--- src/design/box_average_downsampler_defines.svh ---
// Assertion macros for the box average downsampler.
// Depends on a clock named clk and a reset named rst in the including module.
`ifndef BOX_AVERAGE_DOWNSAMPLER_DEFINES_SVH
`define BOX_AVERAGE_DOWNSAMPLER_DEFINES_SVH

// Checks that a property holds at every clock edge outside of reset.
`define BOXAVG_ASSERT(lbl, prop, msg) \
  lbl: assert property (@(posedge clk) disable iff (rst) (prop)) else $error(msg);

// Checks that a condition never holds at a clock edge outside of reset.
`define BOXAVG_NEVER(lbl, cond, msg) \
  lbl: assert property (@(posedge clk) disable iff (rst) !(cond)) else $error(msg);

`endif

--- src/design/boxavg_pkg.sv ---
// Shared constants, types and the reciprocal table of the box average downsampler.
// Used by the controller, the datapath and the top level; depends on nothing else.
`timescale 1ns / 1ps

package boxavg_pkg;

  localparam int MAX_WIDTH  = 1024;
  localparam int MAX_FACTOR = 16;
  localparam int ROW_LIMIT  = 1024;

  localparam int PIX_W    = 8;
  localparam int FACTOR_W = 5;
  localparam int SIZE_W   = 11;
  localparam int CFG_W    = 11;
  localparam int CFG_IDX_W = 2;
  localparam int IDX_W    = $clog2(MAX_WIDTH);
  localparam int CNT_W    = 10;
  localparam int INB_W    = 4;
  localparam int SUM_W    = 16;
  localparam int AREA_W   = 2 * FACTOR_W;
  localparam int DIVN_W   = SUM_W + 1;
  localparam int RECIP_SHIFT = 25;
  localparam int RECIP_W  = RECIP_SHIFT + 1;
  localparam int PROD_W   = DIVN_W + RECIP_W;

  // Configuration register indexes.
  localparam logic [CFG_IDX_W-1:0] REG_BLOCK_FACTOR = 2'd0;
  localparam logic [CFG_IDX_W-1:0] REG_IMAGE_WIDTH  = 2'd1;
  localparam logic [CFG_IDX_W-1:0] REG_IMAGE_HEIGHT = 2'd2;

  localparam logic [FACTOR_W-1:0] FACTOR_RESET = 5'd2;
  localparam logic [SIZE_W-1:0]   WIDTH_RESET  = 11'd1024;
  localparam logic [SIZE_W-1:0]   HEIGHT_RESET = 11'd1024;

  // Commands from the controller to the datapath.
  typedef struct packed {
    logic accept;    // latch a pixel, read its column sum, advance the raster counters
    logic accum;     // add the pixel, write back the column sum of a whole block, form the dividend
    logic mult;      // multiply the dividend by the reciprocal of the block area
    logic load_out;  // move the mean into the output register
  } cmd_t;

  // Status from the datapath to the controller.
  typedef struct packed {
    logic emit;      // the pixel in flight completes a block
    logic out_free;  // the output register can take a new result this cycle
  } status_t;

  // Ceiling of 2^25 over f*f. For a dividend below 2^17 the top bits of the
  // product give the exact floor quotient.
  function automatic logic [RECIP_W-1:0] recip(input logic [FACTOR_W-1:0] f);
    logic [RECIP_W-1:0] r;
    begin
      unique case (f)
        5'd1:    r = 26'd33554432;
        5'd2:    r = 26'd8388608;
        5'd3:    r = 26'd3728271;
        5'd4:    r = 26'd2097152;
        5'd5:    r = 26'd1342178;
        5'd6:    r = 26'd932068;
        5'd7:    r = 26'd684785;
        5'd8:    r = 26'd524288;
        5'd9:    r = 26'd414253;
        5'd10:   r = 26'd335545;
        5'd11:   r = 26'd277310;
        5'd12:   r = 26'd233017;
        5'd13:   r = 26'd198547;
        5'd14:   r = 26'd171197;
        5'd15:   r = 26'd149131;
        5'd16:   r = 26'd131072;
        default: r = 26'd131072;
      endcase
      return r;
    end
  endfunction

endpackage

--- src/design/boxavg_ctrl.sv ---
// Controller state machine of the box average downsampler.
// Depends on boxavg_pkg for the command and status types.
`timescale 1ns / 1ps

module boxavg_ctrl (
  input  logic                clk,
  input  logic                rst,
  input  logic                src_valid,
  output logic                src_stall,
  input  boxavg_pkg::status_t status,
  output boxavg_pkg::cmd_t    cmd
);

  typedef enum logic [3:0] {
    ST_IDLE  = 4'b0001,
    ST_ACCUM = 4'b0010,
    ST_MULT  = 4'b0100,
    ST_EMIT  = 4'b1000
  } state_t;

  state_t state;
  state_t state_next;

  assign src_stall = rst || (state != ST_IDLE);

  always_comb begin
    state_next   = state;
    cmd          = '0;
    unique case (state)
      ST_IDLE: begin
        if (src_valid && !rst) begin
          cmd.accept = 1'b1;
          state_next = ST_ACCUM;
        end
      end
      ST_ACCUM: begin
        cmd.accum  = 1'b1;
        state_next = status.emit ? ST_MULT : ST_IDLE;
      end
      ST_MULT: begin
        cmd.mult   = 1'b1;
        state_next = ST_EMIT;
      end
      ST_EMIT: begin
        // Wait here until the previous result has been transferred.
        if (status.out_free) begin
          cmd.load_out = 1'b1;
          state_next   = ST_IDLE;
        end
      end
      default: begin
        state_next = ST_IDLE;
      end
    endcase
  end

  always_ff @(posedge clk) begin
    if (rst) begin
      state <= ST_IDLE;
    end else begin
      state <= state_next;
    end
  end

endmodule

--- config.mk ---
export PLATFORM = sky130hd
export DESIGN_NAME = boxavg_ctrl
export DESIGN_NICKNAME = d
export VERILOG_FILES = /design/src/design/box_average_downsampler_defines.svh /design/src/design/boxavg_pkg.sv /design/src/design/boxavg_ctrl.sv
export SDC_FILE = /design/constraint.sdc
export NUM_CORES = 1
export LEC_CHECK = 0
export BUFFER_PORTS_ARGS = -buffer_cell sky130_fd_sc_hd__buf_4
export CELL_PAD_IN_SITES_DETAIL_PLACEMENT = 1
export CELL_PAD_IN_SITES_GLOBAL_PLACEMENT = 2
export CORE_AREA = 4 4 41 43
export CTS_CLUSTER_DIAMETER = 50
export DETAILED_ROUTE_END_ITERATION = 12
export DIE_AREA = 0 0 45 47
export GPL_TIMING_DRIVEN = 0
export PLACE_DENSITY_LB_ADDON = 0.1
export SLEW_MARGIN = 20
export SYNTH_ARGS = -nofsm -noshare
export SYNTH_HDL_FRONTEND = slang
export SYNTH_SLANG_ARGS = --single-unit
--- constraint.sdc ---
create_clock -name clk -period 3.4 [get_ports clk]
set_clock_uncertainty 0.1 [all_clocks]
set_input_delay 0.85 -clock clk [delete_from_list [all_inputs] [get_ports clk]]
set_output_delay 0.85 -clock clk [all_outputs]
set_load 0.005 [all_outputs]
==> qor.log <==
qor: status.status finished, final reports clean
qor: synthesis.post_synth_cell_types 13
qor: die.floorplan.initialDensity 16.3%
qor: critical_path.timing.setup.critical_path_class primary input to primary output
qor: global_routing.grt_antenna_before_repair 0
qor: final_layout.largestRegisters state: 4 flops
qor: synthesis.yosys_register_bits 4
qor: final_layout.final_design_area_no_fill 322 sq um
qor: power_and_ir_drop.power.density_cell_area 405 mW/mm^2
qor: die.io-pin-count 10
qor: final_layout.area_growth_syn_to_layout 51.2%
qor: timing.finalMaxSlewViolations 0
qor: timing.totalNegativeSetupSlack 0 ns
qor: cts.ctsRootBufferMaster clkbuf_4
qor: timing.final_report_setup_violation_count 0
qor: run.drv_cap 0
qor: timing.slew_at_the_pin_with_the_worst_max_slew_slack 0.263 ns
qor: critical_path.cpMostUsedCell buf_4
qor: critical_path.worst_path_max_delay_cell nand2b_1
qor: die.die_h 47 microns
qor: final_layout.largest_register_ff_count 4
qor: synthesis.syn-cell-area 213 sq um
qor: synthesis.syn_inst 22
qor: cts.cts.path.max_buffers 2
qor: global_routing.grt_pass1_wl 828 microns
qor: cts.post_cts_resized 0
qor: synthesis.syn_avg_cell_area 9.67 sq um
qor: critical_path.cp_data_arrival_time 1.35 ns
qor: timing.fmax 435 MHz
qor: final_layout.antennaDiodeCount 0
qor: final_layout.regMostFlops state
qor: route.drcViolationCount 0
qor: timing.setup_repair_after_global_routing_missed_its_margin no
qor: placement.place.port_buffers 9
qor: cts.htree_num_levels 1
qor: route.drt_pass1_iterations 2
qor: timing.maxSlewHeadroom 82.4%
qor: cts.clkSlewWorstSetupHoldPaths 0.03 ns
qor: global_routing.pin_count_of_the_biggest_net_entering_global_routing 7
qor: critical_path.endpoint_kind primary output
qor: critical_path.crit_path_start_kind primary input
qor: critical_path.critical_path.cell_chain buf_4, nand2b_1, nor2_1, buf_4
qor: hold_path.min-delay-path-class flip-flop to flip-flop
qor: cts.clock_insertion_delay_worst_skew 0.23 ns
qor: power_and_ir_drop.total_leakage_power 0.143 nW
qor: timing.hold_viol 0
qor: cts.cts_setup_buffers 0
qor: power_and_ir_drop.vdd.ir_drop.worst 125 uV
qor: cts.sink_count_of_the_clock_tree 4
qor: route.detailedRoute.firstIterationViolations 2
qor: route.route.antenna.remaining_nets 0
qor: route.viasPerCell 4.27
qor: placement.routabilityCongestion 0.607
qor: synthesis.synth_sequential_area_ratio 37.6%
qor: route.route.detailed.wl_per_inst 10.8 microns
qor: timing.post-route-min-period 2.30 ns
qor: final_layout.design.final.nets 41
qor: final_layout.final_layout_size_suffix_gt1_share 44.1%
qor: global_routing.overflow 0
qor: cts.tritoncts yes
qor: global_routing.grt_use_total 5.61%
qor: die.fp.dieArea 0.00212 sq mm
qor: synthesis.synthesis.yosys.warnings 0
qor: synthesis.synth.net_count 27
qor: final_layout.final_util 24.7%
qor: timing.layout_worst_path_cycle_share 67.6%
qor: placement.placedInstanceArea 299 sq um
qor: die.placement_rows 13
qor: critical_path.cpPeakStageDelay 0.17 ns
qor: cts.numCtsBuffers 3
qor: die.horizontal_extent_of_the_die 45 microns
qor: route.overall_routed_net_length 530 microns
qor: global_routing.grt_pass1_vias 208
qor: die.design.core.area 0.00130 sq mm
qor: critical_path.critPathMaxFanout 3
qor: cts.cts_hold_buf 0
qor: route.vias 209
qor: critical_path.timing.critical_path.required 2.45 ns
## metal layers
metal,GRT usage (%),routed length [microns],part of all wire [%],vias to the layer above
met4,5.26,0,0,0
met2,7.63,240,45,6
met3,1.53,45,8.5,0
met1,7.05,245,46,97
met5,0,0,0,-
li1,-,-,-,106
## power by group
group / switching, mW / leakage, nW / internal [mW]
combinational: 0.00789 / 0.0968 / 0.0120
sequential: 0.00400 / 0.0327 / 0.0496
clock: 0.0174 / 0.0138 / 0.0393
total: 0.0293 / 0.143 / 0.101
## final cells by class
cell class	count	area, sq um
repair buffers	9	67.6
inverters	1	3.75
flip-flops and latches	4	80.1
multi-input cells	17	129
clock buffers	3	22.5
well taps	15	18.8
fillers	167	980
## critical path: cells and delay by family
family,cells,cell delay [ns]
buf+inv,2,0.22
simple gates,2,0.27
## per-stage QoR
stage | worst slack [ns] | cells | power, mW | hold slack, ns
after floorplan | 1.31 | 22 | 0.0642 | 0.498
after global placement | 1.12 | 46 | 0.0741 | 0.562
after detailed placement | 1.10 | 46 | 0.0743 | 0.556
after CTS | 1.09 | 49 | 0.134 | 0.571
after global routing | 1.01 | 49 | 0.139 | 0.645
final | 1.10 | 49 | 0.130 | 0.568
## cells in the mapped netlist
master    count  share of area [%]
nor4b_2       3                 21
and3_1        1                2.9
a21oi_1       1                2.4
o21ai_1       1                2.4
nand2b_1      2                5.9
nor2_1        4                7.1
dfxtp_1       4                 38
nand3b_1      1                3.5
and4b_1       1                4.7
inv_1         1                1.8
and2_1        1                2.9
a211oi_1      1                3.5
a31o_1        1                4.1
## final timing paths
kind         startpoint        to  slack [ns]  depth (start not counted)
max reg2reg    state[0]  state[2]        2.13                          3
max                 rst    cmd[3]        1.10                          4
min reg2reg    state[0]  state[0]        0.57                          3
min            state[0]  state[0]        0.57                          3
## cells by family after synthesis
logic type,after synthesis,share of synthesized area [%]
simple gates,13,48.2
flops,4,37.6
compound gates,4,12.4
buf+inv,1,1.76
## placed cells by master, fill, tap and decap left out
master    count
dfxtp_1       4
inv_1         1
nand3b_1      1
a31o_1        1
nor2_1        4
and2_1        1
and4b_1       1
nor4b_2       3
buf_4         9
clkbuf_4      3
a21oi_1       1
o21ai_1       1
a211oi_1      1
nand2b_1      2
and3_1        1
(Power assumes the default switching activity.)
